<file path="src/hdl/rds_group_assembler_defines.svh">
// ----------------------------------------------------------------------------
// RDS group assembler assertion macros
// Shared clocked assertion forms for the group assembler.
// ----------------------------------------------------------------------------
`ifndef RDS_GROUP_ASSEMBLER_DEFINES_SVH
`define RDS_GROUP_ASSEMBLER_DEFINES_SVH

// property checked on every rising clock edge outside reset
`define RGA_ASSERT(label, prop, msg) \
	label: assert property (@(posedge clk) disable iff (!arst_n) (prop)) else $error(msg);

// implication checked on every rising clock edge outside reset
`define RGA_ASSERT_IMP(label, cond, prop, msg) \
	label: assert property (@(posedge clk) disable iff (!arst_n) (cond) |-> (prop)) \
		else $error(msg);

`endif

</file>
<file path="src/hdl/rga_pkg.sv">
// ----------------------------------------------------------------------------
// RDS group assembler package
// Item, result and status types and constants shared by the assembler.
// ----------------------------------------------------------------------------
package rga_pkg;

	localparam int NUM_BLOCKS = 4;
	localparam logic [2:0] POS_NONE = 3'd4;
	localparam logic [2:0] POS_LAST = 3'd3;
	localparam logic [7:0] DUR_RESET = 8'd22;
	localparam logic [1:0] ERR_INVALID = 2'd3;
	localparam logic REG_BLOCK_DURATION = 1'b0;

	typedef enum logic [1:0] {
		MODE_ARRIVAL = 2'd0,
		MODE_POLL    = 2'd1,
		MODE_CLEAR   = 2'd2,
		MODE_TICK    = 2'd3
	} mode_t;

	typedef struct packed {
		mode_t       mode;
		logic [1:0]  block_index;
		logic [15:0] block_word;
		logic [1:0]  error_level;
	} item_t;

	typedef struct packed {
		logic [15:0] word_a;
		logic [15:0] word_b;
		logic [15:0] word_c;
		logic [15:0] word_d;
		logic [7:0]  error_byte;
		logic        group_ready;
	} result_t;

	typedef struct packed {
		logic [31:0] now_ms;
		logic [2:0]  last_pos;
	} status_t;

endpackage

</file>
<file path="src/hdl/rga_cfg.sv">
// ----------------------------------------------------------------------------
// RDS group assembler configuration register
// APB-style slave holding the block duration register.
// ----------------------------------------------------------------------------
module rga_cfg
	import rga_pkg::*;
(
	input  logic        clk,
	input  logic        arst_n,
	input  logic        psel,
	input  logic        penable,
	input  logic        pwrite,
	input  logic [2:0]  paddr,
	input  logic [31:0] pwdata,
	output logic [31:0] prdata,
	output logic        pready,
	output logic [7:0]  block_duration
);

	logic [7:0] dur_q;
	logic       wr_en;

	assign pready = 1'b1;
	assign wr_en  = psel && penable && pwrite && pready && (paddr[2] == REG_BLOCK_DURATION);

	always_ff @(posedge clk or negedge arst_n) begin
		if (!arst_n) begin
			dur_q <= DUR_RESET;
		end else if (wr_en) begin
			dur_q <= pwdata[7:0];
		end
	end

	always_comb begin
		prdata = 32'd0;
		if (paddr[2] == REG_BLOCK_DURATION && paddr[1:0] == 2'd0) begin
			prdata = {24'd0, dur_q};
		end
	end

	assign block_duration = dur_q;

endmodule

</file>
<file path="src/hdl/rga_core.sv">
// ----------------------------------------------------------------------------
// RDS group assembler core
// Group state, timeout compares and the update for one item.
// ----------------------------------------------------------------------------
module rga_core
	import rga_pkg::*;
(
	input  logic       clk,
	input  logic       arst_n,
	input  logic       fire,
	input  item_t      item,
	input  logic [7:0] block_duration,
	output result_t    result,
	output status_t    status
);

	logic [15:0] words_q [NUM_BLOCKS];
	logic [1:0]  err_q   [NUM_BLOCKS];
	logic [31:0] stamp_q [NUM_BLOCKS];
	logic [31:0] clear_q;
	logic [31:0] now_q;
	logic [2:0]  last_q;

	logic [15:0] next_word [NUM_BLOCKS];
	logic [1:0]  next_err  [NUM_BLOCKS];
	logic [2:0]  span      [NUM_BLOCKS];
	logic [10:0] limit     [NUM_BLOCKS];
	logic [31:0] age       [NUM_BLOCKS];
	logic        stale     [NUM_BLOCKS];
	logic        guard;
	logic [1:0]  k;
	logic [1:0]  p;
	logic [2:0]  poll_span;
	logic [10:0] poll_limit;
	logic        ready;

	assign k     = item.block_index;
	assign p     = last_q[1:0];
	assign guard = (now_q - clear_q) < {24'd0, block_duration};

	always_comb begin
		for (int i = 0; i < NUM_BLOCKS; i++) begin
			span[i]  = {1'b0, k} + 3'd1 - 3'(i);
			limit[i] = {8'd0, span[i]} * {3'd0, block_duration};
			age[i]   = now_q - stamp_q[i];
			stale[i] = age[i] > {21'd0, limit[i]};
			if (2'(i) < k) begin
				next_word[i] = stale[i] ? 16'd0 : words_q[i];
				next_err[i]  = stale[i] ? ERR_INVALID : err_q[i];
			end else if (2'(i) == k) begin
				next_word[i] = item.block_word;
				next_err[i]  = item.error_level;
			end else begin
				next_word[i] = 16'd0;
				next_err[i]  = ERR_INVALID;
			end
		end
	end

	always_comb begin
		poll_span  = 3'd4 - {1'b0, p};
		poll_limit = {8'd0, poll_span} * {3'd0, block_duration};
		ready      = (last_q != POS_NONE) &&
			((last_q == POS_LAST) || ((now_q - stamp_q[p]) > {21'd0, poll_limit}));
		result = '0;
		if (ready) begin
			result.word_a      = words_q[0];
			result.word_b      = words_q[1];
			result.word_c      = words_q[2];
			result.word_d      = words_q[3];
			result.error_byte  = {err_q[0], err_q[1], err_q[2], err_q[3]};
			result.group_ready = 1'b1;
		end
	end

	always_ff @(posedge clk or negedge arst_n) begin
		if (!arst_n) begin
			for (int i = 0; i < NUM_BLOCKS; i++) begin
				words_q[i] <= 16'd0;
				err_q[i]   <= ERR_INVALID;
				stamp_q[i] <= 32'd0;
			end
			clear_q <= 32'd0;
			now_q   <= 32'd0;
			last_q  <= POS_NONE;
		end else if (fire) begin
			case (item.mode)
				MODE_ARRIVAL: begin
					if (!guard) begin
						for (int i = 0; i < NUM_BLOCKS; i++) begin
							words_q[i] <= next_word[i];
							err_q[i]   <= next_err[i];
						end
						stamp_q[k] <= now_q;
						last_q     <= {1'b0, k};
					end
				end
				MODE_POLL: begin
					if (ready) begin
						last_q <= POS_NONE;
					end
				end
				MODE_CLEAR: begin
					last_q  <= POS_NONE;
					clear_q <= now_q;
				end
				MODE_TICK: begin
					now_q <= now_q + 32'd1;
				end
				default: begin
					now_q <= now_q;
				end
			endcase
		end
	end

	assign status.now_ms   = now_q;
	assign status.last_pos = last_q;

endmodule

</file>
<file path="src/hdl/rds_group_assembler.sv">
// ----------------------------------------------------------------------------
// RDS group assembler
// Collects RDS blocks A to D into one group with timeouts and resync.
//
//   channel  direction  handshake              items
//   s_*      in         s_tvalid / s_tready    arrival, poll, clear, tick
//   m_*      out        m_tvalid / m_tready    one result per poll
//   apb      in         psel/penable/pwrite    block duration register
//
// One item per cycle; the input stage does the state update and the four
// timeout compares, and a poll result then sits in the output register
// until taken.
// The input stage stalls only while it holds a poll and the output
// register is full and not being taken.
// Asynchronous reset clears the group state and counter and sets the duration to 22 ms.
// ----------------------------------------------------------------------------
`include "rds_group_assembler_defines.svh"

module rds_group_assembler
	import rga_pkg::*;
(
	input  logic        clk,
	input  logic        arst_n,
	input  logic        s_tvalid,
	output logic        s_tready,
	input  logic [23:0] s_tdata,   // block_index, block_word, error_level, zero pad
	input  logic [1:0]  s_tuser,   // mode
	output logic        m_tvalid,
	input  logic        m_tready,
	output logic [71:0] m_tdata,   // word_a, word_b, word_c, word_d, error_byte
	output logic        m_tuser,   // group_ready
	input  logic        psel,
	input  logic        penable,
	input  logic        pwrite,
	input  logic [2:0]  paddr,
	input  logic [31:0] pwdata,
	output logic [31:0] prdata,
	output logic        pready
);

	item_t      item_s1;
	logic       valid_s1;
	logic       adv;
	logic       fire;
	logic [7:0] block_duration;
	result_t    result;
	status_t    status;
	result_t    out_q;
	logic       out_valid_q;

	rga_cfg u_cfg (
		.clk            (clk),
		.arst_n         (arst_n),
		.psel           (psel),
		.penable        (penable),
		.pwrite         (pwrite),
		.paddr          (paddr),
		.pwdata         (pwdata),
		.prdata         (prdata),
		.pready         (pready),
		.block_duration (block_duration)
	);

	rga_core u_core (
		.clk            (clk),
		.arst_n         (arst_n),
		.fire           (fire),
		.item           (item_s1),
		.block_duration (block_duration),
		.result         (result),
		.status         (status)
	);

	assign adv      = !(item_s1.mode == MODE_POLL && out_valid_q && !m_tready);
	assign fire     = valid_s1 && adv;
	assign s_tready = !valid_s1 || adv;

	always_ff @(posedge clk or negedge arst_n) begin
		if (!arst_n) begin
			valid_s1 <= 1'b0;
		end else if (s_tready) begin
			valid_s1 <= s_tvalid;
		end
	end

	always_ff @(posedge clk) begin
		if (s_tready && s_tvalid) begin
			item_s1.mode        <= mode_t'(s_tuser);
			item_s1.block_index <= s_tdata[1:0];
			item_s1.block_word  <= s_tdata[17:2];
			item_s1.error_level <= s_tdata[19:18];
		end
	end

	always_ff @(posedge clk or negedge arst_n) begin
		if (!arst_n) begin
			out_valid_q <= 1'b0;
		end else if (fire && item_s1.mode == MODE_POLL) begin
			out_valid_q <= 1'b1;
		end else if (m_tready) begin
			out_valid_q <= 1'b0;
		end
	end

	always_ff @(posedge clk) begin
		if (fire && item_s1.mode == MODE_POLL) begin
			out_q <= result;
		end
	end

	assign m_tvalid = out_valid_q;
	assign m_tdata  = {out_q.error_byte, out_q.word_d, out_q.word_c, out_q.word_b,
		out_q.word_a};
	assign m_tuser  = out_q.group_ready;

	`RGA_ASSERT_IMP(a_empty_poll_zero, m_tvalid && !m_tuser, m_tdata == 72'd0,
		"empty poll result carries data")
	`RGA_ASSERT(a_tick_counts,
		fire && item_s1.mode == MODE_TICK |=> status.now_ms == $past(status.now_ms) + 32'd1,
		"tick did not advance the counter")
	`RGA_ASSERT(a_release_clears,
		fire && item_s1.mode == MODE_POLL && result.group_ready |=> status.last_pos == POS_NONE,
		"released group left a last position")
	`RGA_ASSERT_IMP(a_pos_range, 1'b1, status.last_pos <= POS_NONE,
		"last position out of range")

endmodule
</file>
<file path="config.mk">
export PLATFORM = sky130hd
export DESIGN_NAME = rds_group_assembler
export DESIGN_NICKNAME = d
export VERILOG_FILES = /design/src/hdl/rga_pkg.sv /design/src/hdl/rga_cfg.sv /design/src/hdl/rga_core.sv /design/src/hdl/rds_group_assembler.sv
export VERILOG_INCLUDE_DIRS = /design/src /design/src/hdl
export SDC_FILE = /design/constraint.sdc
export NUM_CORES = 1
export LEC_CHECK = 0
export BUFFER_PORTS_ARGS = -buffer_cell sky130_fd_sc_hd__buf_2
export CELL_PAD_IN_SITES_DETAIL_PLACEMENT = 0
export CELL_PAD_IN_SITES_GLOBAL_PLACEMENT = 2
export CORE_MARGIN = 3
export CORE_UTILIZATION = 40
export CTS_CLUSTER_SIZE = 30
export DETAILED_ROUTE_END_ITERATION = 7
export GPL_ROUTABILITY_DRIVEN = 0
export PLACE_DENSITY = 0.81
export REMOVE_ABC_BUFFERS = 1
export SYNTH_ARGS = -nofsm -noshare
export SYNTH_HDL_FRONTEND = slang
export SYNTH_SLANG_ARGS = --single-unit
</file>
<file path="constraint.sdc">
create_clock -name clk -period 6.8 [get_ports clk]
set_input_delay 1.36 -clock clk [delete_from_list [all_inputs] [get_ports clk]]
set_output_delay 1.36 -clock clk [all_outputs]
set_load 0.005 [all_outputs]
</file>
After elaboration in Yosys (flattened, before gate mapping)
Index checks and enable logic that the tools add are counted.
Word-level totals
  latch bits: 0
  memories: 0
  bits in read-only memories: 0
  memory bits (writable): 0
  flip-flop bits (word level): 372
  word-level logic and storage cells: 142
Cells by class
  equal/unequal tests: 14
  mux-type cells: 37
  $mul: 5
  div/mod/pow operators: 0
  $lt $le $gt $ge: 13
  shift operators: 0
  bitwise logic cells: 4
  add/subtract/negate cells: 12
  reduce and logical (&&, ||, !) cells: 29
Operators by type and width (count)
  $mux W16: 12
  $sub A32 B32 Y32: 6
  $gt A32 B11 Y1: 5
  $bwmux W128: 1
  $mux W32: 3
  $bmux W32 S2: 1
  $demux W32 S2: 1
  $mul A3 B8 Y11: 5
  $add A32 B1 Y32 const B: 1
  $lt A32 B8 Y1: 1
  $mux W2: 12
  $reduce_and A4 Y1: 5
  $logic_and A1 B1 Y1: 11
  $ne A2 B1 Y1 const B: 5
  $pmux W3 S3: 1
  $mux W8: 1
  $ge A3 B3 Y1 const B: 2
  $logic_not A2 Y1: 3
  $mux W3: 2
  $not A2 Y3: 2
  $sub A3 B2 Y3 const B: 2
  $eq A2 B2 Y1 const A: 2
  $eq A2 B2 Y1 const B: 2
  $lt A1 B2 Y1 const A: 2
  18 further kinds: 26

Depth between registers and ports, before layout
Gate-level depths: netlist of run 1.
  word-level depth: 10
  mapped depth: 29
  mapped depth without buffers: 25

By module
A second synthesis of run 1 with hierarchy kept.
Second synthesis, totals
  cells, all modules: 3051
  area total of the unflattened synthesis: 28987.8 um2
Modules (own cells, without submodules)
  rga_core: area each 25429.4 um2, times used 1, seq. area each 6692.7 um2, cells an instance 2892
  rds_group_assembler: area each 2980.4 um2, times used 1, seq. area each 2902.8 um2, cells an instance 106
  rga_cfg: area each 578.1 um2, times used 1, seq. area each 203.9 um2, cells an instance 53

Worst setup path before layout of run 1
No wires, ideal clock.
  kind: register -> register
  from: reg item_s1[18] (netlist bit)
  to: reg u_core.words_q[56] (netlist bit)
  path buffers: 4
  stages on the path, launching flop included: 29
  path slack: 0.820 ns
  clock period less this slack: 5.980 ns
  required time: 6.735 ns
  arrival time: 5.915 ns
  cells stage by stage: edfxtp_1 > buf_1 > clkinv_1 > ha_1 > clkbuf_1 > clkbuf_1 > nand2_1 > fa_1 > inv_1 > ha_1 > a21o_1 > a21oi_1 > o21bai_1 > a21oi_1 > o21bai_1 > a21oi_1 > xor2_1 > ha_1 > and4_1 > nand3_1 > o22ai_1 > a21oi_1 > nor4_1 > nand4bb_1 > a2111oi_0 > nand4_1 > o41ai_4 > buf_6 > a22o_1
On the way
  word-level cells in the longest chain between the ends: 5
  elaborated cells on any way between the ends: 9
RTL lines
  start: declaration: RTL line rds_group_assembler.sv:41  | item_t item_s1;
  $add A2 B1 Y3: RTL line rga_core.sv:43  | span[i] = {1'b0, k} + 3'd1 - 3'(i);
  $mul A3 B8 Y11: RTL line rga_core.sv:44  | limit[i] = {8'd0, span[i]} * {3'd0, block_duration};
  $gt A32 B11 Y1: RTL line rga_core.sv:46  | stale[i] = age[i] > {21'd0, limit[i]};
  $ne A2 B1 Y1 (no line)
  $reduce_and A4 Y1 (no line)
  end signal: indexed assignment: RTL line rga_core.sv:91  | words_q[i] <= next_word[i];
  end: declaration: RTL line rga_core.sv:17  | logic [15:0] words_q [NUM_BLOCKS];
Parallel ways exist; a longest one is shown, timed or not.
A chain may end at the register's enable or synchronous reset.

Worst setup path in the final report of run 1
  from: reg item_s1[19] (netlist bit)
  to: reg u_core.words_q[51] (netlist bit)
Same word-level chain as after synthesis.

==> impl_metrics.tcl, run 1 <==
set metrics [dict create \
    outcome "complete, no violations" \
    cts-htree-levels 2 \
    grt_pass1_vias 22770 \
    synthAdderAreaFrac 0.1344 \
    max-slew-margin-rel 0.3613 \
    vias 22960 \
    placed_area_mm2 0.03046 \
    synthArstFlopShare 0.7446 \
    tightest_slew_ns 0.9507 \
    cp-start-kind "flop" \
    grtUsageTotal 0.2121 \
    syn2layout_area_growth_pct 10.01 \
    ctsHoldBuffers 0 \
    leakage_nw 15.04 \
    slowest_stage "edfxtp_1" \
    tritoncts "done" \
    maxCapViolations 0 \
    synth-seq-cells 372 \
    io_pins 176 \
    hold_violations 0 \
    muxShareOfSynthArea 0.1099 \
    wire_per_inst_um 19.77 \
    drt-total-wl_mm 81.40 \
    setup_viol 0 \
    power_density_mw_per_mm2 355.0 \
    finalMaxSlewViolations 0 \
    drtIter0Drc 1345 \
    cts.sink_count 372 \
    synth_compound_area_frac 0.1548 \
    fmax_mhz 158.2 \
    total_power_mw 11.30 \
    hold_slack_ns 0.4717 \
    ys_types 98 \
    grt_start_max_net_pins 160 \
    ant_nets 0 \
    ctsLongestPathBuffers 3 \
    clock_skew_ns 0.01976 \
    rows 97 \
    grt-ovfl-total 0 \
    clk_latency_ns 0.59 \
    viasPerCell 5.577 \
    required_ns 7.32 \
    syn_area_mm2 0.02894 \
    core_mm2 0.07088 \
    syn_area_per_cell_um2 9.479 \
    ys.flop_type "dfrtp_1" \
    ir_worst_vdd_v 0.0002882 \
    die_h_um 275.0 \
    critPathMaxFanout 27 \
    slowest_delay_ns 0.49 \
    fill_cells 6906 \
    cpMostUsedCell "a21oi_1" \
    die-area_mm2 0.07561 \
    ys_seq_area_frac 0.3386 \
    worstPathArrival_ns 6.84 \
    start_util 0.4083 \
    synth.area.top_cells "dfrtp_1, ha_1, edfxtp_1, mux2_1, inv_1" \
    synth_edf_count 95 \
    nNetsFinal 3501 \
    synthCells 3053 \
    critPathCaptureType "flop" \
    finalCriticalPeriod_ns 6.320 \
    grt_pass1_wl_mm 126.7 \
    setup_tns_ns 0 \
    rsz0062_at_grt "false" \
    layout-drive-gt1-share 0.1174 \
    numCtsBuffers 43 \
    dp_hpwl_mm 63.96 \
    synth_top_family_by_area "compound AO/OA/AOI/OAI gates" \
    cts.repair.resized 0 \
    yosysWarnings 0 \
    drc_errors 0 \
    yosys.area.top_type "dfrtp_1" \
    chipWidth_um 275.0 \
    fin_crit_sh 0.9294 \
    synthSimpleGateAreaFrac 0.1443 \
    post_cts_buffers 0 \
    dr.pass1.iters 5 \
    port_buffers 122 \
    min_path_type "flop to flop" \
    ctsRootBufferMaster "clkbuf_16" \
    synth_xor_xnor_area_share 0.04630 \
    antenna_found_initial 0 \
    stdcell_area_mm2 0.03184 \
    yosysTopAreaCellShare 0.2291 \
    num_antenna_cells 0 \
    clk_pin_slew_ns 0.06 \
    critPathKind "flop to flop" \
]
-- cell usage in the layout, fill, tap and decap left out, types with 29 or more instances in the layout --
| cell | synthesis | layout |
|---|---|---|
| mux2_2 | 44 | 44 |
| a21o_1 | 48 | 48 |
| a31oi_1 | 34 | 34 |
| nand2b_1 | 32 | 32 |
| o21bai_1 | 29 | 29 |
| dfrtp_1 | 265 | 264 |
| mux2_1 | 130 | 130 |
| o21a_1 | 30 | 30 |
| a21oi_1 | 205 | 204 |
| buf_4 | 27 | 48 |
| xor2_1 | 54 | 54 |
| clkbuf_16 | 0 | 43 |
| xnor2_1 | 99 | 99 |
| and3_1 | 32 | 30 |
| nand4_1 | 44 | 44 |
| nor3_1 | 40 | 40 |
| and2_1 | 122 | 121 |
| o21ai_0 | 102 | 102 |
| mux2i_1 | 50 | 50 |
| ha_1 | 258 | 258 |
| mux4_2 | 32 | 32 |
| nand3_1 | 83 | 83 |
| fa_1 | 33 | 33 |
| edfxtp_1 | 95 | 95 |
| buf_2 | 21 | 121 |
| inv_1 | 328 | 328 |
| nor2_1 | 130 | 130 |
| nand2_1 | 237 | 237 |
-- power breakdown --
part           switching, mW  internal [mW]  leakage, nW
combinational           3.64           2.77         9.72
clock                  0.987           1.27        0.671
sequential             0.164           2.47         4.65
total                   4.79           6.51         15.0
-- layout make-up --
type,count,area [µm²],area share
Clock buffer,54,1167,0.03667
Multi-Input combinational cell,2221,17180,0.5396
Timing Repair Buffer,175,1072,0.03368
Inverter,329,1235,0.03879
Tap cell,940,1176,0.03694
Clock inverter,26,207.7,0.006524
Sequential cell,372,9801,0.3078
-- sequential cells by signal, indices dropped and copies added, names as in the netlist --
name and flops:
u_core.last_q 3, m_tuser 1, item_s1 22, valid_s1 1
u_core.err_q 8, u_core.stamp_q 128, u_core.now_q 32, m_tdata 72
u_cfg.block_duration 8, m_tvalid 1, u_core.clear_q 32, u_core.words_q 64
-- final timing paths --
check | from | end | slack (ns) | cells after the start
setup / recovery | item_s1[19] | u_core.words_q[51] | 0.48 | 26
hold / removal | u_core.err_q[7] | u_core.err_q[7] | 0.47 | 2
setup reg to reg | item_s1[19] | u_core.words_q[51] | 0.48 | 26
hold reg to reg | u_core.err_q[7] | u_core.err_q[7] | 0.47 | 2
max in group asynchronous | arst_n | u_core.last_q[0] | 4.79 | 2
min in group asynchronous | arst_n | u_core.now_q[27] | 0.72 | 1
-- critical path, delay by kind of cell, from the launching register on --
| family | cells | cell delay [ns] |
|---|---|---|
| AND/OR/NAND/NOR | 8 | 1.42 |
| buffers and inverters | 3 | 0.78 |
| AO/OA/AOI/OAI | 10 | 2.02 |
| adder cells (fa/ha/maj) | 5 | 1.55 |
| flip-flops | 1 | 0.49 |
-- cells in the mapped netlist (26+ instances only) --
master    instances
and2_1          122
nand2_1         237
buf_4            27
nand4_1          44
mux2i_1          50
o21ai_0         102
edfxtp_1         95
xor2_1           54
nand3_1          83
mux2_1          130
a21o_1           48
a31oi_1          34
and3_1           32
clkbuf_1         79
a211oi_1         27
nor2_1          130
nand2b_1         32
mux2_2           44
mux4_2           32
fa_1             33
nor2b_1          26
xnor2_1          99
o21a_1           30
o21bai_1         29
ha_1            258
dfrtp_1         265
nor3_1           40
inv_1           328
a21oi_1         205
-- cell families (layout without fill, tap and decap cells) --
kind of cell | after synthesis | count (layout)
AND/OR/NAND/NOR | 820 | 820
AO/OA/AOI/OAI | 676 | 676
buffers and inverters | 483 | 584
flip-flops | 372 | 372
adder cells (fa/ha/maj) | 291 | 291
multiplexers | 256 | 256
XOR/XNOR | 153 | 153
other | 2 | 25
-- stage by stage --
step | std cells | setup slack [ns] | utilization
after CTS | 4117 | 0.4091 | 0.4491
after global routing | 4117 | 0.009408 | 0.4492
after global placement | 4037 | 0.5315 | 0.4297
after floorplan | 2922 | -0.6593 | -
final | 4117 | 0.4804 | 0.4492
after detailed placement | 4037 | 0.4232 | 0.4297
-- routing by layer --
metal  wire, µm  track usage  up-vias
li1           -            -    11010
met1      37550       0.2938    11260
met2      37870       0.3514      561
met4       2432      0.06476        0
met3       3554      0.02032      126
met5          0            0        -
(Power assumes the default switching activity.)
==> run 2, diff against run 1 <==
--- a/config.mk
+++ b/config.mk
@@ -7,14 +7,14 @@
 export NUM_CORES = 1
 export LEC_CHECK = 0
 export BUFFER_PORTS_ARGS = -buffer_cell sky130_fd_sc_hd__buf_2
-export CELL_PAD_IN_SITES_DETAIL_PLACEMENT = 0
+export CELL_PAD_IN_SITES_DETAIL_PLACEMENT = 2
 export CELL_PAD_IN_SITES_GLOBAL_PLACEMENT = 2
 export CORE_MARGIN = 3
-export CORE_UTILIZATION = 40
+export CORE_UTILIZATION = 35
 export CTS_CLUSTER_SIZE = 30
 export DETAILED_ROUTE_END_ITERATION = 7
 export GPL_ROUTABILITY_DRIVEN = 0
-export PLACE_DENSITY = 0.81
+export PLACE_DENSITY = 0.73
 export REMOVE_ABC_BUFFERS = 1
 export SYNTH_ARGS = -nofsm -noshare
 export SYNTH_HDL_FRONTEND = slang
==> constraint.sdc (replaced) <==
create_clock -name clk -period 6.8 [get_ports clk]
set_input_delay 1.36 -clock clk [delete_from_list [all_inputs] [get_ports clk]]
set_output_delay 1.36 -clock clk [all_outputs]
set_load 0.05 [all_outputs]
==> run 2 against run 1 <==
  * Worst hold slack improved by 0.0054 ns
  * Flip-flop and latch count did not move
  * Critical path depth did not move
  * Combinational power rose by 7.2%
  * Worst setup slack got worse by 0.13 ns
  * Count of clock-buffer cells in the layout rose by 18
  * Global-route usage rose by 2.6 points
  * Routed wire length rose by 27%
  * Utilization fell by 5.1 points
  * Largest cell class unchanged
  * Final cell count rose by 3.6%
  * Total power rose by 6.5%
==> impl_metrics.tcl, run 2 (synthesis results as in run 1) <==
set metrics [dict create \
    die_h_um 293.6 \
    die-area_mm2 0.08617 \
    antenna_found_initial 0 \
    ctsHoldBuffers 0 \
    cts.sink_count 372 \
    placed_area_mm2 0.03076 \
    top_register "u_core.stamp_q" \
    maxCapViolations 0 \
    grt_pass1_wl_mm 160.9 \
    dr.pass1.iters 5 \
    worstPathArrival_ns 6.97 \
    drc_errors 0 \
    finalMaxSlewViolations 0 \
    layout-drive-gt1-share 0.1239 \
    total_power_mw 12.04 \
    min_path_type "flop to flop" \
    tightest_slew_ns 1.053 \
    finalCriticalPeriod_ns 6.450 \
    cpMostUsedCell "a21oi_1" \
    core_mm2 0.08120 \
    grt_pass1_vias 27060 \
    clk_latency_ns 0.61 \
    start_util 0.3564 \
    required_ns 7.31 \
    syn2layout_area_growth_pct 11.67 \
    fin_crit_sh 0.9486 \
    numCtsBuffers 46 \
    critPathCaptureType "flop" \
    drt-total-wl_mm 103.6 \
    grtUsageTotal 0.2378 \
    grt-ovfl-total 0 \
    critPathKind "flop to flop" \
    pre_cts_ws_ns 0.4016 \
    stdcell_area_mm2 0.03232 \
    drtIter0Drc 1058 \
    cts-htree-levels 2 \
    power_density_mw_per_mm2 372.6 \
    vias 24090 \
    chipWidth_um 293.6 \
    ant_nets 0 \
    port_buffers 122 \
    grt_start_max_net_pins 125 \
    clock_skew_ns 0.03514 \
    largest_register_ffs 128 \
    wire_per_inst_um 24.31 \
    fill_cells 8805 \
    slowest_stage "a2111oi_0" \
    ctsLongestPathBuffers 3 \
    nNetsFinal 3526 \
    ctsRootBufferMaster "clkbuf_16" \
    dp_hpwl_mm 80.29 \
    regArea_mm2 0.009801 \
    tritoncts "done" \
    setup_viol 0 \
    rsz0062_at_grt "false" \
    outcome "complete, no violations" \
    layout_commonest_cell "inv_1" \
    rows 104 \
    hold_violations 0 \
    fmax_mhz 155.0 \
    leakage_nw 15.23 \
    clk_pin_slew_ns 0.06 \
    ir_worst_vdd_v 0.0002512 \
    multi_input_area_mm2 0.01719 \
    viasPerCell 5.649 \
    cp-start-kind "flop" \
    setup_slack_ns 0.3497 \
    io_pins 176 \
    slowest_delay_ns 0.49 \
    max-slew-margin-rel 0.2983 \
    final_cell_mix "inv_1, dfrtp_1, ha_1, nand2_1, a21oi_1" \
    critPathMaxFanout 16 \
]
run 2: per-layer routing:
layer	wire length, µm	GRT usage	part of all wire
met1	45470	0.3019	0.44
met2	51820	0.4265	0.50
met3	3319	0.02464	0.032
met4	3036	0.07096	0.029
met5	0	0	0
run 2: repair_timing:
item                                    4_1_cts  5_1_grt
resized for setup                             0        5
endpoints found under the setup margin        0      102
buffers inserted                              0        0
run 2: area by class of cell:
| class | count | area share |
|---|---|---|
| antenna | 1 | 0.00007743 |
| clock buffer | 72 | 0.04205 |
| clock inverter | 12 | 0.005653 |
| inverter | 329 | 0.03821 |
| multi-input combinational | 2221 | 0.5319 |
| sequential | 372 | 0.3033 |
| tap | 1060 | 0.04104 |
| timing repair buffer | 197 | 0.03779 |
run 2: report_power, final:
part	internal, mW	total (mW)	switching (mW)
logic	2.82	6.87	4.05
registers	2.47	2.65	0.177
clock network	1.49	2.52	1.03
run 2: worst max-delay path, delay by kind of cell (launching register included):
kind                       cells  cell delay, ns
and+or+nand+nor                6            0.86
AOI/OAI and AO/OA              9            2.04
xor gates and xnor gates       2            0.50
DFF                            1            0.36
adders and majority gates      5            1.86
buffers and inverters          3            0.50
muxes                          1            0.20
run 2: worst paths after layout:
check	slack (ns)	start	to	cells past startpoint
setup / recovery	0.35	item_s1[19]	u_core.words_q[32]	26
hold / removal	0.48	u_core.err_q[7]	u_core.err_q[7]	2
setup reg to reg	0.35	item_s1[19]	u_core.words_q[32]	26
hold reg to reg	0.48	u_core.err_q[7]	u_core.err_q[7]	2
max in group asynchronous	4.56	arst_n	u_core.stamp_q[27]	2
min in group asynchronous	0.77	arst_n	u_core.now_q[31]	1
run 2: through the flow:
step                      setup TNS (ns)  instances  utilization  hold slack [ns]
after floorplan                   -39.75       2922            -           0.4468
after CTS                              0       4263       0.3978           0.4830
after global routing                   0       4263       0.3980           0.4989
final                                  0       4264       0.3980           0.4771
after detailed placement               0       4179       0.3788           0.4708
after global placement                 0       4179       0.3788           0.4584
==> run 3, diff against run 2 <==
--- a/config.mk
+++ b/config.mk
@@ -14,7 +14,7 @@
 export CTS_CLUSTER_SIZE = 30
 export DETAILED_ROUTE_END_ITERATION = 7
 export GPL_ROUTABILITY_DRIVEN = 0
-export PLACE_DENSITY = 0.73
+export PLACE_DENSITY_LB_ADDON = 0.3
 export REMOVE_ABC_BUFFERS = 1
 export SYNTH_ARGS = -nofsm -noshare
 export SYNTH_HDL_FRONTEND = slang
==> run 3 against run 2 <==
  * Total power grew 0.16%
  * Global-route usage increased by 0.092 points
  * Die area did not move
  * Sequential share of layout area barely moved
  * Routed wire length hardly changed
  * Non-clock buffer count did not move
  * Critical path depth up 2
  * Count of clock-buffer cells in the layout down 11
  * Sequential power is essentially flat
  * Combinational power about the same
  * Via count is 0.44% lower
  * Clock power barely moved
==> impl_metrics.tcl, run 3 (synthesis results as in run 1) <==
set metrics [dict create \
    p_switching_mw 5.281 \
    setup_slack_ns 0.4126 \
    chipWidth_um 293.6 \
    ctsRootBufferMaster "clkbuf_16" \
    syn2layout_area_growth_pct 11.76 \
    leakage_nw 15.23 \
    outcome "complete, no violations" \
    path_buf_inv 5 \
    dp_hpwl_mm 80.56 \
    cts-htree-levels 2 \
    vias 23980 \
    power_density_mw_per_mm2 372.8 \
    min_path_type "flop to flop" \
    r2r_cells 28 \
    max-slew-margin-rel 0.3456 \
    wire_per_inst_um 24.29 \
    cts.sink_count 372 \
    finalCriticalPeriod_ns 6.387 \
    numCtsBuffers 45 \
    drt-total-wl_mm 103.7 \
    port_buffers 122 \
    die_h_um 293.6 \
    pre_cts_ws_ns 0.3822 \
    critPathCaptureType "flop" \
    largest_register_ffs 128 \
    grt_start_max_net_pins 135 \
    top_register "u_core.stamp_q" \
    stdcell_area_mm2 0.03234 \
    clock_skew_ns 0.01837 \
    placed_area_mm2 0.03079 \
    critPathMaxFanout 15 \
    viasPerCell 5.619 \
    grtUsageTotal 0.2387 \
    fin_crit_sh 0.9393 \
    start_util 0.3564 \
    ir_worst_vdd_v 0.0002163 \
    total_power_mw 12.06 \
    seqPwrFrac 0.222 \
    clk_latency_ns 0.61 \
    cp_num_cells 28 \
    cp-start-kind "flop" \
    netSwitchingFraction 0.4380 \
    finalMaxSlewViolations 0 \
    tritoncts "done" \
    die-area_mm2 0.08617 \
    slowest_stage "fa_1" \
    setup_viol 0 \
    hold_violations 0 \
    layout-drive-gt1-share 0.1236 \
    combPwrFrac 0.570 \
    cpMostUsedCell "a21oi_1" \
    finalNonFillerCells 4268 \
    slowest_delay_ns 0.54 \
    nNetsFinal 3525 \
    rsz0062_at_grt "false" \
    antenna_found_initial 2 \
    drc_errors 0 \
    critPathKind "flop to flop" \
    core_mm2 0.08120 \
    required_ns 7.30 \
    final_cell_mix "inv_1, dfrtp_1, ha_1, nand2_1, a21oi_1" \
    fmax_mhz 156.6 \
    worstPathArrival_ns 6.89 \
    dr.pass1.iters 5 \
    tightest_slew_ns 0.9816 \
    internal_power_mw 6.777 \
    rows 104 \
    crit_family "compound AO/OA/AOI/OAI gates" \
    maxCapViolations 0 \
    grt_pass1_wl_mm 161.2 \
    grt_pass1_vias 27070 \
    grt-ovfl-total 0 \
    io_pins 176 \
    drtIter0Drc 1169 \
    ant_nets 0 \
    holdPathStages 1 \
    ctsLongestPathBuffers 3 \
    dp.cells 4179 \
    fin_util 0.3983 \
    clk_pin_slew_ns 0.06 \
    clock_power_share 0.208 \
    layout_commonest_cell "inv_1" \
]
run 3: cell types whose count changed in the layout (fill, tap and decap cells not counted), moves of 2 or more:
cell	delta
clkbuf_1	-4
clkbuf_8	-6
clkinv_1	+7
buf_12	+2
bufinv_16	+2
o31a_1	-2
o31a_2	+2
diode_2	+4
buf_4	-4
buf_6	+2
run 3: final cells by class:
| class | instances | area, µm² |
|---|---|---|
| diodes | 5 | 12.51 |
| clock buffers | 61 | 1236 |
| clock inverters | 23 | 287.8 |
| fillers | 8804 | 48850 |
| inverters | 329 | 1235 |
| multi-input cells | 2221 | 17190 |
| flip-flops and latches | 372 | 9801 |
| well taps | 1060 | 1326 |
| repair buffers | 197 | 1254 |
run 3: what timing repair did:
item,in CTS,in global routing
gates resized for setup,0,6
endpoints found under the setup margin,0,37
setup buffers,0,0
hold buffers,0,0
run 3: final timing paths:
check	startpoint	endpoint	slack, ns
hold / removal	u_core.stamp_q[15]	u_core.stamp_q[15]	0.48
max in group asynchronous	arst_n	u_core.last_q[0]	4.53
min in group asynchronous	arst_n	u_core.now_q[27]	0.74
setup reg to reg	item_s1[18]	u_core.words_q[38]	0.41
hold reg to reg	u_core.stamp_q[15]	u_core.stamp_q[15]	0.48
setup / recovery	item_s1[18]	u_core.words_q[38]	0.41
run 3: routing by layer:
| layer | part of all wire | track usage | up-vias |
|---|---|---|---|
| li1 | - | - | 11020 |
| met3 | 0.030 | 0.02630 | 151 |
| met5 | 0.00013 | 0 | - |
| met2 | 0.50 | 0.4225 | 399 |
| met4 | 0.029 | 0.07011 | 2 |
| met1 | 0.44 | 0.3071 | 12410 |
run 3: metrics by stage:
step / hold WS (ns) / TNS, ns
detailed placement: 0.4757 / 0
global placement: 0.4588 / 0
global route: 0.5028 / 0
CTS: 0.4875 / 0
floorplan: 0.4468 / -39.75
finish: 0.4818 / 0
run 3: worst register-to-register path, delay by kind of cell (launching register included):
| kind | cells | cell delay [ns] |
|---|---|---|
| adder cells (fa/ha/maj) | 4 | 1.40 |
| buffers and inverters | 5 | 0.89 |
| AO/OA/AOI/OAI | 12 | 2.45 |
| AND/OR/NAND/NOR | 4 | 0.48 |
| XOR/XNOR | 2 | 0.44 |
| multiplexers | 1 | 0.22 |
| flip-flops | 1 | 0.40 |
run 3: power groups by stage:
stage | Clock, mW | Combinational (mW) | Sequential, mW
after floorplan | 0 | 4.58 | 2.72
after global placement | 0 | 6.45 | 2.69
after detailed placement | 0 | 6.80 | 2.72
after CTS | 2.58 | 6.88 | 2.68
after global routing | 2.66 | 7.59 | 2.70
final | 2.51 | 6.87 | 2.68
